## src/rtl/lst_pkg.sv

```systemverilog
`timescale 1ns / 1ps
`default_nettype none
// ----------------------------------------------------------------------------
// lst_pkg
// Shared constants, codes and types of the loop sample trigger.
// ----------------------------------------------------------------------------
package lst_pkg;

  localparam int LEVEL_BITS  = 16;
  localparam int COUNT_BITS  = 32;
  localparam int ITER_BITS   = 32;
  localparam int TIME_BITS   = 48;
  localparam int PERIOD_BITS = 16;
  localparam int TICKS_BITS  = 32;
  localparam int CFG_BITS    = 32;
  localparam int DIV_STEPS   = COUNT_BITS;
  localparam int DIV_CNT_BITS = $clog2(DIV_STEPS);

  typedef enum logic [1:0] {
    EV_LOOP_BEGIN = 2'd0,
    EV_LOOP_END   = 2'd1,
    EV_ITER_BEGIN = 2'd2,
    EV_ITER_END   = 2'd3
  } ev_t;

  typedef enum logic {
    REG_ITER_PERIOD = 1'b0,
    REG_TIME_PERIOD = 1'b1
  } reg_idx_t;

  typedef enum logic [2:0] {
    ST_IDLE,
    ST_EVAL,
    ST_DIV,
    ST_CHECK,
    ST_FIRE
  } state_t;

  typedef struct packed {
    logic latch;
    logic update;
    logic sample;
    logic div_start;
    logic div_step;
  } cmd_t;

  typedef struct packed {
    ev_t  func;
    logic at_watched;
    logic begin_fire;
    logic time_fire;
    logic period_on;
    logic div_last;
    logic rem_zero;
  } status_t;

endpackage
`default_nettype wire

```

## src/rtl/lst_ctrl.sv

```systemverilog
`timescale 1ns / 1ps
`default_nettype none
// ----------------------------------------------------------------------------
// lst_ctrl
// Sequencer that takes one request at a time, runs the period remainder and
// loads the result register.
// ----------------------------------------------------------------------------
module lst_ctrl
  import lst_pkg::*;
(
  input  wire logic    clk,
  input  wire logic    rst_n,
  input  wire logic    in_valid,
  output logic         in_stall,
  output logic         out_valid,
  input  wire logic    out_stall,
  input  wire status_t status,
  output cmd_t         cmd
);

  state_t state_r, state_nxt;
  logic   out_valid_r, out_valid_nxt;

  always_ff @(posedge clk) begin
    if (!rst_n) begin
      state_r     <= ST_IDLE;
      out_valid_r <= 1'b0;
    end else begin
      state_r     <= state_nxt;
      out_valid_r <= out_valid_nxt;
    end
  end

  always_comb begin
    state_nxt = state_r;
    cmd       = '0;
    in_stall  = 1'b1;
    case (state_r)
      ST_IDLE: begin
        in_stall = 1'b0;
        if (in_valid) begin
          cmd.latch = 1'b1;
          state_nxt = ST_EVAL;
        end
      end
      ST_EVAL: begin
        state_nxt = ST_IDLE;
        case (status.func)
          EV_LOOP_BEGIN: begin
            if (status.begin_fire) begin
              state_nxt = ST_FIRE;
            end else begin
              cmd.update = 1'b1;
            end
          end
          EV_LOOP_END: begin
            if (status.at_watched) begin
              state_nxt = ST_FIRE;
            end else begin
              cmd.update = 1'b1;
            end
          end
          EV_ITER_BEGIN: begin
            cmd.update = 1'b1;
          end
          EV_ITER_END: begin
            if (status.at_watched) begin
              if (status.time_fire) begin
                state_nxt = ST_FIRE;
              end else if (status.period_on) begin
                cmd.div_start = 1'b1;
                state_nxt = ST_DIV;
              end
            end
          end
          default: begin
            state_nxt = ST_IDLE;
          end
        endcase
      end
      ST_DIV: begin
        cmd.div_step = 1'b1;
        if (status.div_last) begin
          state_nxt = ST_CHECK;
        end
      end
      ST_CHECK: begin
        state_nxt = status.rem_zero ? ST_FIRE : ST_IDLE;
      end
      ST_FIRE: begin
        if (!out_valid_r || !out_stall) begin
          cmd.sample = 1'b1;
          state_nxt  = ST_IDLE;
        end
      end
      default: begin
        state_nxt = ST_IDLE;
      end
    endcase
    out_valid_nxt = cmd.sample | (out_valid_r & out_stall);
  end

  assign out_valid = out_valid_r;

endmodule
`default_nettype wire

```

## src/rtl/lst_dp.sv

```systemverilog
`timescale 1ns / 1ps
`default_nettype none
// ----------------------------------------------------------------------------
// lst_dp
// Level tracking, iteration count, elapsed time check, serial remainder and
// result register of the loop sample trigger.
// ----------------------------------------------------------------------------
module lst_dp
  import lst_pkg::*;
(
  input  wire logic                  clk,
  input  wire logic                  rst_n,
  input  wire logic                  cfg_we,
  input  wire logic                  cfg_index,
  input  wire logic [CFG_BITS-1:0]   cfg_wdata,
  input  wire logic [1:0]            in_func,
  input  wire logic                  in_is_target,
  input  wire logic signed [ITER_BITS-1:0] in_iteration_value,
  input  wire logic [TIME_BITS-1:0]  in_timestamp,
  input  wire cmd_t                  cmd,
  output status_t                    status,
  output logic [COUNT_BITS-1:0]      out_iteration_count,
  output logic signed [ITER_BITS-1:0] out_first_iteration,
  output logic                       out_has_first
);

  logic [PERIOD_BITS-1:0] iter_period_r;
  logic [TICKS_BITS-1:0]  time_period_r;
  logic [LEVEL_BITS-1:0]  nest_r, nest_nxt;
  logic [LEVEL_BITS-1:0]  watched_r, watched_nxt;
  logic [COUNT_BITS-1:0]  counter_r, counter_nxt;
  logic [ITER_BITS-1:0]   start_r, start_nxt;
  logic [TIME_BITS-1:0]   last_time_r, last_time_nxt;

  ev_t                    func_r;
  logic                   target_r;
  logic [ITER_BITS-1:0]   value_r;
  logic [TIME_BITS-1:0]   ts_r;

  logic [PERIOD_BITS-1:0] rem_r;
  logic [COUNT_BITS-1:0]  quo_r;
  logic [DIV_CNT_BITS-1:0] div_cnt_r;
  logic [PERIOD_BITS:0]   div_shift;
  logic [PERIOD_BITS:0]   div_diff;

  logic [COUNT_BITS-1:0]  out_count_r;
  logic [ITER_BITS-1:0]   out_first_r;
  logic                   out_has_r;

  logic [TIME_BITS-1:0]   elapsed;
  logic                   at_watched;
  logic                   start_ok;

  always_ff @(posedge clk) begin
    if (!rst_n) begin
      iter_period_r <= '0;
      time_period_r <= '0;
    end else if (cfg_we) begin
      case (reg_idx_t'(cfg_index))
        REG_ITER_PERIOD: iter_period_r <= cfg_wdata[PERIOD_BITS-1:0];
        REG_TIME_PERIOD: time_period_r <= cfg_wdata[TICKS_BITS-1:0];
        default: begin
        end
      endcase
    end
  end

  assign at_watched = (nest_r == watched_r);
  assign start_ok   = ~start_r[ITER_BITS-1];
  assign elapsed    = ts_r - last_time_r;

  always_comb begin
    nest_nxt      = nest_r;
    watched_nxt   = watched_r;
    counter_nxt   = counter_r;
    start_nxt     = start_r;
    last_time_nxt = last_time_r;
    if (cmd.update || cmd.sample) begin
      case (func_r)
        EV_LOOP_BEGIN: begin
          nest_nxt = nest_r + LEVEL_BITS'(1);
          if (cmd.sample) begin
            watched_nxt = nest_r + LEVEL_BITS'(1);
          end
        end
        EV_LOOP_END: begin
          nest_nxt = nest_r - LEVEL_BITS'(1);
          if (cmd.sample) begin
            watched_nxt = '1;
          end
        end
        EV_ITER_BEGIN: begin
          if (at_watched) begin
            if (counter_r != '1) begin
              counter_nxt = counter_r + COUNT_BITS'(1);
            end
            if (!start_ok) begin
              start_nxt = value_r;
            end
          end
        end
        default: begin
        end
      endcase
    end
    if (cmd.sample) begin
      counter_nxt   = '0;
      start_nxt     = '1;
      last_time_nxt = ts_r;
    end
  end

  always_ff @(posedge clk) begin
    if (!rst_n) begin
      nest_r      <= '0;
      watched_r   <= '1;
      counter_r   <= '0;
      start_r     <= '1;
      last_time_r <= '0;
    end else begin
      nest_r      <= nest_nxt;
      watched_r   <= watched_nxt;
      counter_r   <= counter_nxt;
      start_r     <= start_nxt;
      last_time_r <= last_time_nxt;
    end
  end

  always_ff @(posedge clk) begin
    if (cmd.latch) begin
      func_r   <= ev_t'(in_func);
      target_r <= in_is_target;
      value_r  <= in_iteration_value;
      ts_r     <= in_timestamp;
    end
  end

  // Restoring remainder of the count by the iteration period, one bit a cycle.
  assign div_shift = {rem_r, quo_r[COUNT_BITS-1]};
  assign div_diff  = div_shift - {1'b0, iter_period_r};

  always_ff @(posedge clk) begin
    if (cmd.div_start) begin
      rem_r     <= '0;
      quo_r     <= counter_r;
      div_cnt_r <= '0;
    end else if (cmd.div_step) begin
      quo_r     <= {quo_r[COUNT_BITS-2:0], 1'b0};
      div_cnt_r <= div_cnt_r + DIV_CNT_BITS'(1);
      if (!div_diff[PERIOD_BITS]) begin
        rem_r <= div_diff[PERIOD_BITS-1:0];
      end else begin
        rem_r <= div_shift[PERIOD_BITS-1:0];
      end
    end
  end

  always_ff @(posedge clk) begin
    if (cmd.sample) begin
      out_count_r <= counter_r;
      out_first_r <= start_ok ? start_r : '0;
      out_has_r   <= start_ok;
    end
  end

  always_comb begin
    status.func       = func_r;
    status.at_watched = at_watched;
    status.begin_fire = watched_r[LEVEL_BITS-1] & target_r;
    status.time_fire  = (time_period_r != '0) &&
                        (elapsed > {{(TIME_BITS-TICKS_BITS){1'b0}}, time_period_r});
    status.period_on  = (iter_period_r != '0);
    status.div_last   = (div_cnt_r == DIV_CNT_BITS'(DIV_STEPS - 1));
    status.rem_zero   = (rem_r == '0);
  end

  assign out_iteration_count = out_count_r;
  assign out_first_iteration = out_first_r;
  assign out_has_first       = out_has_r;

endmodule
`default_nettype wire

```

## src/rtl/loop_sample_trigger.sv

```systemverilog
`timescale 1ns / 1ps
`default_nettype none
// ----------------------------------------------------------------------------
// loop_sample_trigger
// Turns loop and iteration events into samples of iteration count and first
// iteration number.
//
// A request on the in_ channel carries one event with its timestamp. A result
// on the out_ channel carries one sample; an event causes at most one.
// The block works on one request at a time and holds in_stall high meanwhile.
// A request is evaluated in the cycle after it is taken; an event without
// a sample then returns to idle. A loop begin or loop end that samples, or
// an iteration end whose elapsed time is over the limit, goes on to the fire
// state, which loads the result register once that register can take it. An
// iteration end that checks the iteration period runs a bit-serial remainder
// of the count, one bit per cycle, then samples only if the remainder is zero.
// Results wait in an output register, so the next request is taken while a
// result is stalled; only a second sample waits for that register to drain.
// Configuration writes on cfg_ take effect at the next edge. The user makes
// them while the block is idle; the block does not enforce it. Reset clears
// the levels, count and timers, leaves no loop watched, needs no clearing pass.
// ----------------------------------------------------------------------------
module loop_sample_trigger
  import lst_pkg::*;
(
  input  wire logic                   clk,
  input  wire logic                   rst_n,
  input  wire logic                   cfg_we,
  input  wire logic                   cfg_index,
  input  wire logic [CFG_BITS-1:0]    cfg_wdata,
  input  wire logic                   in_valid,
  output logic                        in_stall,
  input  wire logic [1:0]             in_func,
  input  wire logic                   in_is_target,
  input  wire logic signed [ITER_BITS-1:0] in_iteration_value,
  input  wire logic [TIME_BITS-1:0]   in_timestamp,
  output logic                        out_valid,
  input  wire logic                   out_stall,
  output logic [COUNT_BITS-1:0]       out_iteration_count,
  output logic signed [ITER_BITS-1:0] out_first_iteration,
  output logic                        out_has_first
);

  cmd_t    cmd;
  status_t status;

  lst_ctrl u_ctrl (
    .clk       (clk),
    .rst_n     (rst_n),
    .in_valid  (in_valid),
    .in_stall  (in_stall),
    .out_valid (out_valid),
    .out_stall (out_stall),
    .status    (status),
    .cmd       (cmd)
  );

  lst_dp u_dp (
    .clk                 (clk),
    .rst_n               (rst_n),
    .cfg_we              (cfg_we),
    .cfg_index           (cfg_index),
    .cfg_wdata           (cfg_wdata),
    .in_func             (in_func),
    .in_is_target        (in_is_target),
    .in_iteration_value  (in_iteration_value),
    .in_timestamp        (in_timestamp),
    .cmd                 (cmd),
    .status              (status),
    .out_iteration_count (out_iteration_count),
    .out_first_iteration (out_first_iteration),
    .out_has_first       (out_has_first)
  );

  a_one_at_a_time: assert property (@(posedge clk) disable iff (!rst_n)
    (in_valid && !in_stall) |=> in_stall)
    else $error("request taken while previous one in progress");

  a_no_overwrite: assert property (@(posedge clk) disable iff (!rst_n)
    cmd.sample |-> (!out_valid || !out_stall))
    else $error("sample loaded over a pending result");

  a_sample_shown: assert property (@(posedge clk) disable iff (!rst_n)
    cmd.sample |=> out_valid)
    else $error("sample not presented");

  a_div_cause: assert property (@(posedge clk) disable iff (!rst_n)
    cmd.div_start |-> (status.func == EV_ITER_END && status.at_watched &&
                       status.period_on && !status.time_fire))
    else $error("remainder started for a wrong event");

endmodule
`default_nettype wire
```

## config.mk

```make
export PLATFORM = sky130hd
export DESIGN_NAME = loop_sample_trigger
export DESIGN_NICKNAME = d
export VERILOG_FILES = /design/src/rtl/lst_pkg.sv /design/src/rtl/lst_ctrl.sv /design/src/rtl/lst_dp.sv /design/src/rtl/loop_sample_trigger.sv
export SDC_FILE = /design/constraint.sdc
export NUM_CORES = 1
export LEC_CHECK = 0
export ABC_AREA = 1
export BUFFER_PORTS_ARGS = -buffer_cell sky130_fd_sc_hd__buf_2
export CAP_MARGIN = 40
export CORE_UTILIZATION = 32
export DETAILED_ROUTE_END_ITERATION = 7
export HOLD_SLACK_MARGIN = 0.03
export PLACE_DENSITY_LB_ADDON = 0.12
export SYNTH_ARGS = -nofsm -noshare
export SYNTH_HDL_FRONTEND = slang
export SYNTH_HIERARCHICAL = 1
export SYNTH_SLANG_ARGS = --single-unit
```

## constraint.sdc

```tcl
create_clock -name clk -period 7.4 [get_ports clk]
set_input_delay 0.74 -clock clk [delete_from_list [all_inputs] [get_ports clk]]
set_output_delay 0.74 -clock clk [all_outputs]
set_load 0.02 [all_outputs]
```

-- Word level (Yosys, flattened, before mapping)
Cells that the tools add are included.
- flip-flop bits (word level): 397
- output and inout port bits: 67
- word-level logic and storage cells: 104
- $add $sub $neg: 6
- order comparisons: 1
- equal/unequal tests: 15
- muxes and demuxes: 34
- bitwise operators: 6
- reductions and logical operators: 21
- operators with widths (kind ; number):
    32-bit 2-to-1 mux ; 3
    16-bit case mux with 2 select lines ; 2
    48-bit by 32-bit > comparator with 1-bit output ; 1
    16-bit 2-to-1 mux ; 3
    48-bit subtractor ; 1
    32-bit by 1-bit adder with 32-bit output, second input constant ; 1
    32-bit inequality test, second input constant ; 1
    32-bit nonzero test ; 1
    3-bit 2-to-1 mux ; 8
    17-bit by 16-bit subtractor with 17-bit output ; 1
    16-bit by 1-bit adder with 16-bit output, second input constant ; 1
    16-bit == test ; 1
    16-bit logical NOT ; 1
    16-bit nonzero test ; 1
    16-bit by 1-bit subtractor with 16-bit output, second input constant ; 1
    3-bit case mux with 5 select lines ; 1
    1-bit 2-to-1 mux ; 14
    4-bit AND reduction ; 3
    3-bit case mux with 3 select lines ; 1
    3-bit by 2-bit == test with 1-bit output, second input constant ; 2
    2-bit by 1-bit inequality test with 1-bit output, second input constant ; 3
    2-bit AND reduction ; 3
    3-bit AND reduction ; 2
    5-bit by 1-bit adder with 5-bit output, second input constant ; 1
    other kinds (18) ; 26

-- Logic depth before layout (Yosys ltp)
Gate-level depths: netlist (run 1).
- word-level depth: 8
- mapped depth: 36
- depth with buffers taken out: 34

-- Cells and area by module
Netlist (run 1), hierarchy kept.
- modules (own cells, without submodules) (module ; times used ; cells each ; area each (um2) ; sequential area each (um2)):
    lst_dp ; 1 ; 2663 ; 20856.3 ; 9639.2
    lst_ctrl ; 1 ; 45 ; 261.5 ; 80.1

-- Worst setup path after synthesis (run 1)
Ideal clock, no wire load.
- kind: register to register
- start: reg u_dp.ts_r[0]
- end: reg u_dp.quo_r[0] (enable)
- library setup time: 0.409 ns
- arrival: 4.974 ns
- required time: 6.991 ns
- path slack: 2.017 ns
- stages on the path, launching flop included: 35
- cell sequence: edfxtp_1 > inv_1 > ha_1 > inv_1 > fa_1 > nand2_1 > inv_1 > nand2_1 > nand2_1 > nand2_1 > nand2_1 > nand2_1 > nand2_1 > a31oi_1 > xnor2_1 > ha_1 > nand2_1 > nor2_1 > nand4_1 > nor3_1 > nand3_1 > nand2_1 > nand3_1 > nor2_1 > nand3_1 > nand2_1 > inv_1 > nand3b_1 > nor2_1 > nand2_1 > inv_1 > clkbuf_1 > nor2_1 > inv_1 > clkbuf_1
- RTL lines (what ; RTL line ; RTL):
    start: declaration ; lst_dp.sv:38 ; logic [TIME_BITS-1:0] ts_r;
    start signal: assignment ; lst_dp.sv:134 ; ts_r <= in_timestamp;
    end signal: assignment ; lst_dp.sv:145 ; quo_r <= counter_r;
    end signal: assignment ; lst_dp.sv:148 ; quo_r <= {quo_r[COUNT_BITS-2:0], 1'b0};
    end: declaration ; lst_dp.sv:41 ; logic [COUNT_BITS-1:0] quo_r;

==> results.txt, run 1 <==
* Worst Path Class, Setup: reg -> reg
- In this run, post-CTS repair resized a total of 0 instances.
* Number of max-cap violations: 0
* Yosys warns: 6
- Commonest cells after routing, fill and taps aside: sky130_fd_sc_hd__nand2_1 (640), sky130_fd_sc_hd__inv_1 (423), sky130_fd_sc_hd__a21oi_1 (255)
- Clock latency of the later-clocked register in the worst-skew pair: 0.59 ns
- The detailed router finished its first iteration with 1089 violations.
* Post-DRT Antenna Nets: 0
- Fraction of synthesized cell area taken by the top area cell type: 25.5%
- Setup TNS: 0 ns
* Biggest area contributors in the synthesized netlist: sky130_fd_sc_hd__edfxtp_1 (25%), sky130_fd_sc_hd__dfxtp_1 (21%), sky130_fd_sc_hd__nand2_1 (11%)
* Mapped Area: 21100 µm²
* Share of layout cells above drive strength 1: 11.6%
- Each instance of the synthesized netlist takes up on average 7.80 µm².
* Number of instances in the synthesized netlist: approximately 2700
- The initial utilization of the core area, before any placement, comes to 32.6%.
- In the global route stage, met2 resource usage came out at 30.2%.
- The die covers 67000 µm².
- Setup violations remaining at the end of the flow were counted as 0.
- H-tree levels: 2
- Count of final max-slew check failures: 0
- Number of fillers in the final layout: 6794
* Final Hold Violating Endpoints: 0
- The number of hold buffers added after CTS was 0.
* Critical Path Source: u_dp/ts_r[0]$_DFFE_PP_
* Critical path peak fanout: 17
- TritonCTS clock tree: yes
- Sum of routed wire length over all layers: between 60000 and 70000 µm
- Number of unique standard cell types used by synthesis: 50
* Required @ worst endpoint: ~7.9 ns
- Sequential elements use between 40% and 50% of the synthesized area.
- DRC errors left: 0
* Vias: 18000
* Clock Tree Root: sky130_fd_sc_hd__clkbuf_16
- For the final database, setup skew stands at 0.0171 ns.
- Clock sink count: 396
- Among all stages on the critical path, the largest delay is contributed by sky130_fd_sc_hd__fa_1.
- The biggest area contributor in the post-synthesis netlist is sky130_fd_sc_hd__edfxtp_1.
- For this run, the slowest stage of the critical path takes 0.50 ns.
- 188 I/O pins were placed.
- The worst hold path belongs to the class in -> reg.
* Detailed-routing iteration count for the pre-antenna-repair pass: 7
- The area growth from synthesis to layout is 16.2%.
- Post-CTS Setup Inserts: 0
* End of the worst register-to-register path: u_dp/rem_r[12]$_SDFFE_PP0P_
- Crit-path most repeated cell: sky130_fd_sc_hd__nand2_1
- The via count of the first global-routing pass was between 15000 and 20000.
* Wire length of the first global-routing pass: 98200 µm
* RSZ-0062 raised after global routing: false
* Max IR drop VDD: 0.000162 V
* # rows: 93
- Crit path DAT: 6.47 ns
- Start point of the worst min-delay path: in_iteration_value[26]
- Buffers from clock root to sink, at most: 3
- In this run the static leakage power is 10.8 nW.
- Global routing consumed, on the met3 layer, 2.53% of the routing resources.
- The floorplan step defined a core boundary enclosing 64800 µm².
- Status: finished, final reports clean
- Dividing the detail-routed via count by the number of cells gives 4.77.
- Final period util: 81.3%
- The HPWL after detailed placement is 48100 µm.
* Post-detailed-route wirelength per cell: 16.7 µm
- Worst-margin pin slew: 0.891 ns
- For the worst flop-to-flop path, the logic depth is 35.
- The net count of the finished layout is 3100.
- Global routing consumed, over all layers together, about 19% of the routing resources.
- Remaining Overflow, GRT: 0
* Shortest clock period the worst path allows after layout: between 6 and 7 ns
- STA classifies the critical path endpoint as a register.
* Most congested layer reported by global routing: met2
- CP Launch Type: register
- Storage element area: 9720 µm²
* Number of port buffers: 186
* Power density over the cells: 227 nW/µm²
- F_max: 0.166 GHz
- Syn_nets: between 2000 and 3000
* Largest net degree at the start of global routing: 95
- Die Wd: 259 µm
- Met1 routing resource usage after global routing: 25.4%
* Flip-flop and latch count after synthesis: between 300 and 400
- End-of-flow core utilization: 37.9%
* Number of buffers created by CTS: 47
- CP Capture Point: u_dp/rem_r[12]$_SDFFE_PP0P_
* Overall die height: 259 µm
* Origin of the critical flop-to-flop path: u_dp/ts_r[0]$_DFFE_PP_
- The congestion estimate from routability-driven global placement came to 0.935.
* Tightest slew margin relative to the limit: 40.5%
- Clock-pin slew was measured on the worst setup and hold paths at 0.06 ns.
- The multi-input combinational cells in the finished layout cover a total of 9380 µm².
* Antenna violations before repair: 6
- Most common cell after layout, fill and taps aside: sky130_fd_sc_hd__nand2_1
- In this run the register-to-register setup slack is 1.38 ns.
[where the power goes]
part           switching (mW)  internal (mW)  leakage [nW]
logic                   0.505          0.259          6.54
clock network           0.953           1.45         0.783
registers              0.0394           2.35          3.52
total                    1.50           4.06          10.8
[layout make-up]
class	instances	area share (%)
diodes	1	0.0102
clock buffers	61	5.09
clock inverters	26	1.46
inverters	437	6.68
multi-input cells	1791	38.2
flip-flops and latches	396	39.6
well taps	855	4.36
repair buffers	204	4.55
[Yosys cell counts, drive strengths merged]
cell,number
clkinv,2
and2,2
and3,1
o311ai,1
o21ai,223
a31oi,6
o21ba,1
nand2,654
inv,435
a21oi,265
buf,28
nor4,21
nand4,51
o22ai,8
fa,2
o21bai,9
clkbuf,56
nand3,66
nor2,214
a21o,2
a22o,1
edfxtp,179
conb,1
dfxtp,217
o211ai,16
or2,3
o21a,1
ha,100
xor2,58
nand3b,8
xnor2,26
a21boi,2
o2111ai,1
nor3,48
[per-layer routing]
metal | wire length (µm) | vias to the layer above
li1 | - | 9187
met4 | 1680 | 2
met2 | 28600 | 397
met3 | 2940 | 99
met1 | 29900 | 8315
met5 | 10 | -
[sequential cells by signal, indices dropped and copies added, names as in the netlist]
signal                    count
u_ctrl/out_valid              1
u_ctrl/state_r                3
u_dp/counter_r               32
u_dp/div_cnt_r                5
u_dp/func_r                   2
u_dp/iter_period_r           16
u_dp/last_time_r             48
u_dp/nest_r                  16
u_dp/out_first_iteration     31
u_dp/out_has_first            1
u_dp/out_iteration_count     32
u_dp/quo_r                   32
u_dp/rem_r                   16
u_dp/start_r                 32
u_dp/target_r                 1
u_dp/time_period_r           32
u_dp/ts_r                    48
u_dp/value_r                 32
u_dp/watched_r               16
[stage by stage]
step | area, µm² | power [mW] | worst slack, ns | instances | hold slack, ns
after CTS | 24500 | 5.64 | 1.22 | 3770 | 0.284
after floorplan | 21100 | 2.96 | 2.02 | 2708 | 0.430
after global placement | 22800 | 3.19 | 1.21 | 3678 | 0.449
final | 24500 | 5.56 | 1.38 | 3771 | 0.326
after detailed placement | 22900 | 3.20 | 1.27 | 3683 | 0.453
after global routing | 24500 | 5.84 | 0.673 | 3771 | 0.291
[how the worst min path moves through the flow]
stage | cells past startpoint | end | slack [ns]
after floorplan | 0 | u_dp/out_iteration_count[31]$_DFFE_PP_ | 0.43
after global placement | 2 | u_dp/start_r[2]$_SDFFE_PP1P_ | 0.45
after detailed placement | 2 | u_dp/start_r[5]$_SDFFE_PP1P_ | 0.45
after CTS | 1 | u_dp/value_r[26]$_DFFE_PP_ | 0.28
after global routing | 1 | u_dp/ts_r[29]$_DFFE_PP_ | 0.29
final | 1 | u_dp/value_r[26]$_DFFE_PP_ | 0.33
[critical path: cells and delay by family (launching register included)]
family,cells,cell delay (ns)
AOI/OAI and AO/OA,2,0.32
xor gates and xnor gates,1,0.18
adders and majority gates,3,1.11
and+or+nand+nor,21,2.36
DFF,1,0.37
buffers and inverters,8,1.54
[logic make-up after synthesis]
logic type | Yosys count | share of synthesized area, %
XOR/XNOR | 84 | 3.48
AO/OA/AOI/OAI | 536 | 13.5
adder cells (fa/ha/maj) | 102 | 6.11
flip-flops | 396 | 46.0
buffers and inverters | 521 | 9.64
AND/OR/NAND/NOR | 1068 | 21.2
other | 1 | 0.0178
Note: power is estimated with default switching activity, not from simulation.
==> run 2: changes to the inputs <==
Clock period 7.4 ns to 5.5 ns, I/O delays scaled along.
==> results.txt, run 2 (same netlist as run 1, synthesis figures left out) <==
- Remaining Overflow, GRT: 0
* Worst-margin pin slew: a little under 0.9 ns
* Switching fraction of total power: a little over a quarter
* Storage element area: a little under 10000 µm²
- Setup violations remaining at the end of the flow were counted as 0.
- The critical path in this run is classified as reg -> reg.
* Top-Level Pins: 188
* LEAKAGE: 10.8 nW
- Number of hold buffers added after cts: 0
* Diodes inserted: 0
- The routed layout has 18032 vias.
- In this run the remaining antenna-violating nets after routing total 0.
* Buffers from clock root to sink, at most: 3
- For this design the ratio of total power to cell area is 304 nW/µm².
* Crit-path most repeated cell: sky130_fd_sc_hd__nand2_1
- Based on the critical path, the design can be clocked at up to between 0.2 and 0.25 GHz.
- Vias per cell: 4.76
* Number of fillers in the final layout: 6720
* Area Growth Syn to Fin: 17.3%
- Effective utilization at floorplan: between 30% and 40%
* Die Area: ~67000 µm²
* Commonest cells after routing, fill and taps aside: sky130_fd_sc_hd__nand2_1 (638), sky130_fd_sc_hd__inv_1 (422), sky130_fd_sc_hd__a21oi_1 (255)
- For this run, design rule violations remaining after detail routing come to 0.
- Setup repair after global routing left no endpoint under its margin.
- # rows: 93
- In this run, CTS created clock tree buffers numbering between 40 and 50.
* TritonCTS clock tree: yes
- Crit path max-delay cell type: sky130_fd_sc_hd__ha_1
- For this run, the slowest stage of the critical path takes around 0.46 ns.
- The library cell used most frequently in the layout, excluding fill and tap cells, is sky130_fd_sc_hd__nand2_1.
- Sequential cells burn between 40% and 50% of the power.
* Aggregate global-route resource usage: 18.8%
* Max IR drop VDD: 0.000203 V
- Std-Cell Core Area: 64800 µm²
- Largest net degree at the start of global routing: 97
- Max-cap violations in this run came to 0.
- STA classifies the critical path startpoint as a register.
- The worst pin sits at a relative slew slack of 40.6%.
- The first global-routing pass estimated 99000 µm of wire.
- Of the cells placed in the final design, the portion with a size suffix greater than 1 is 12.6%.
- The min-delay analysis places its worst path in the category in -> reg.
* Clock Tree Root: sky130_fd_sc_hd__clkbuf_16
- Setup TNS: 0 ns
* Critical path peak fanout: 57
- The flow ran to the end, and the final reports show no timing, DRC or antenna violations.
* Crit path DAT: 5.29 ns
* Internal power: between 5 and 6 mW
- Nets: between 3000 and 4000
* Share of power burned in combinational logic: 13.9%
* Area of the multi-input gates: 9450 µm²
- The HPWL after detailed placement is 47800 µm.
- The die is 259 µm tall.
- Count of final max-slew check failures: 0
- Routability cong.: 0.924
* Registers with the most flip-flops: u_dp/last_time_r (48), u_dp/ts_r (48)
- The clock arrives with 0.0282 ns of skew.
* Detailed-routing iteration count for the pre-antenna-repair pass: 5
- After detailed routing, the average wire length per cell comes to around 17 µm.
- The first routing iteration left around 1200 violations.
- Number of global-route vias before repair: 17594
- Clock latency of the later-clocked register in the worst-skew pair: about 0.6 ns
* Required @ worst endpoint: 5.83 ns
- In this run the horizontal extent of the chip is 259 µm.
- Subtracting the final worst setup slack from the clock period gives 4.96 ns.
- After layout, the worst path uses 90.1% of the clock period.
* H-tree levels: 2
- Instance area at placement: 23000 µm²
* Fraction of power consumed by the clock network: 43.3%
- STA classifies the critical path endpoint as a register.
* Final Hold Violating Endpoints: 0
- The initial antenna violation count was 3.
- Port buffering added 186 buffers.
- Net switching power: 2.06 mW
- Final instance area: 24800 µm²
* Post-CTS clock slew at the launch and capture registers of the worst setup and hold paths: 0.06 ns
- Sum of routed wire length over all layers: roughly 63000 µm
- Clock sink count: 396
==> run 2: worst max-delay path, delay by kind of cell, from the launching register on <==
family                     cells  cell delay, ns
xor gates and xnor gates       1            0.30
buffers and inverters          4            0.43
adders and majority gates      2            0.77
DFF                            1            0.40
and+or+nand+nor               20            2.36
AOI/OAI and AO/OA              3            0.43
==> run 2: worst paths after layout <==
check	start	endpoint	slack (ns)	depth (start not counted)
setup / recovery	u_dp/ts_r[17]$_DFFE_PP_	u_dp/quo_r[29]$_DFFE_PP_	0.54	30
hold / removal	in_timestamp[25]	u_dp/ts_r[25]$_DFFE_PP_	0.12	1
setup reg to reg	u_dp/ts_r[17]$_DFFE_PP_	u_dp/quo_r[29]$_DFFE_PP_	0.54	30
hold reg to reg	u_dp/last_time_r[34]$_SDFFE_PN0P_	u_dp/last_time_r[34]$_SDFFE_PN0P_	0.46	2
==> run 2: per-layer routing <==
| layer | vias up | GRT usage, % | routed length, µm |
|---|---|---|---|
| li1 | 9215 | - | - |
| met1 | 8385 | 25.4 | 29900 |
| met2 | 352 | 31.2 | 29300 |
| met3 | 78 | 2.43 | 2480 |
| met4 | 2 | 5.39 | 1400 |
| met5 | - | 0 | 8 |
==> run 2: timing repair <==
item	in CTS	in global routing
gates resized for setup	0	14
buffers inserted	0	2
endpoints found under the setup margin	0	85
==> run 2: layout make-up <==
class / count / share of cell area (%)
sequential: 396 / 39.2
multi-input combinational: 1791 / 38.1
inverter: 437 / 6.62
clock buffer: 68 / 5.57
timing repair buffer: 218 / 5.11
tap: 855 / 4.32
clock inverter: 22 / 0.995
==> run 2: per-stage QoR <==
| stage | power (mW) | utilization, % | setup WS (ns) | hold WS [ns] | instances |
|---|---|---|---|---|---|
| 2_1_floorplan | 3.98 | - | 0.117 | 0.430 | 2708 |
| 3_3_place_gp | 4.31 | 35.4 | 0.164 | 0.447 | 3690 |
| 6_report | 7.54 | 38.2 | 0.543 | 0.125 | 3787 |
| 4_1_cts | 7.65 | 38.0 | 0.109 | 0.0722 | 3784 |
| 3_5_place_dp | 4.32 | 35.5 | 0.133 | 0.454 | 3694 |
| 5_1_grt | 7.91 | 38.2 | 0.0333 | 0.0949 | 3787 |
==> run 2: power groups by stage <==
stage | sequential [mW] | clock (mW) | combinational, mW
after CTS | 3.22 | 3.38 | 1.04
after global routing | 3.23 | 3.49 | 1.20
after global placement | 3.28 | 0 | 1.03
final | 3.22 | 3.27 | 1.05
after detailed placement | 3.28 | 0 | 1.04
after floorplan | 3.27 | 0 | 0.711
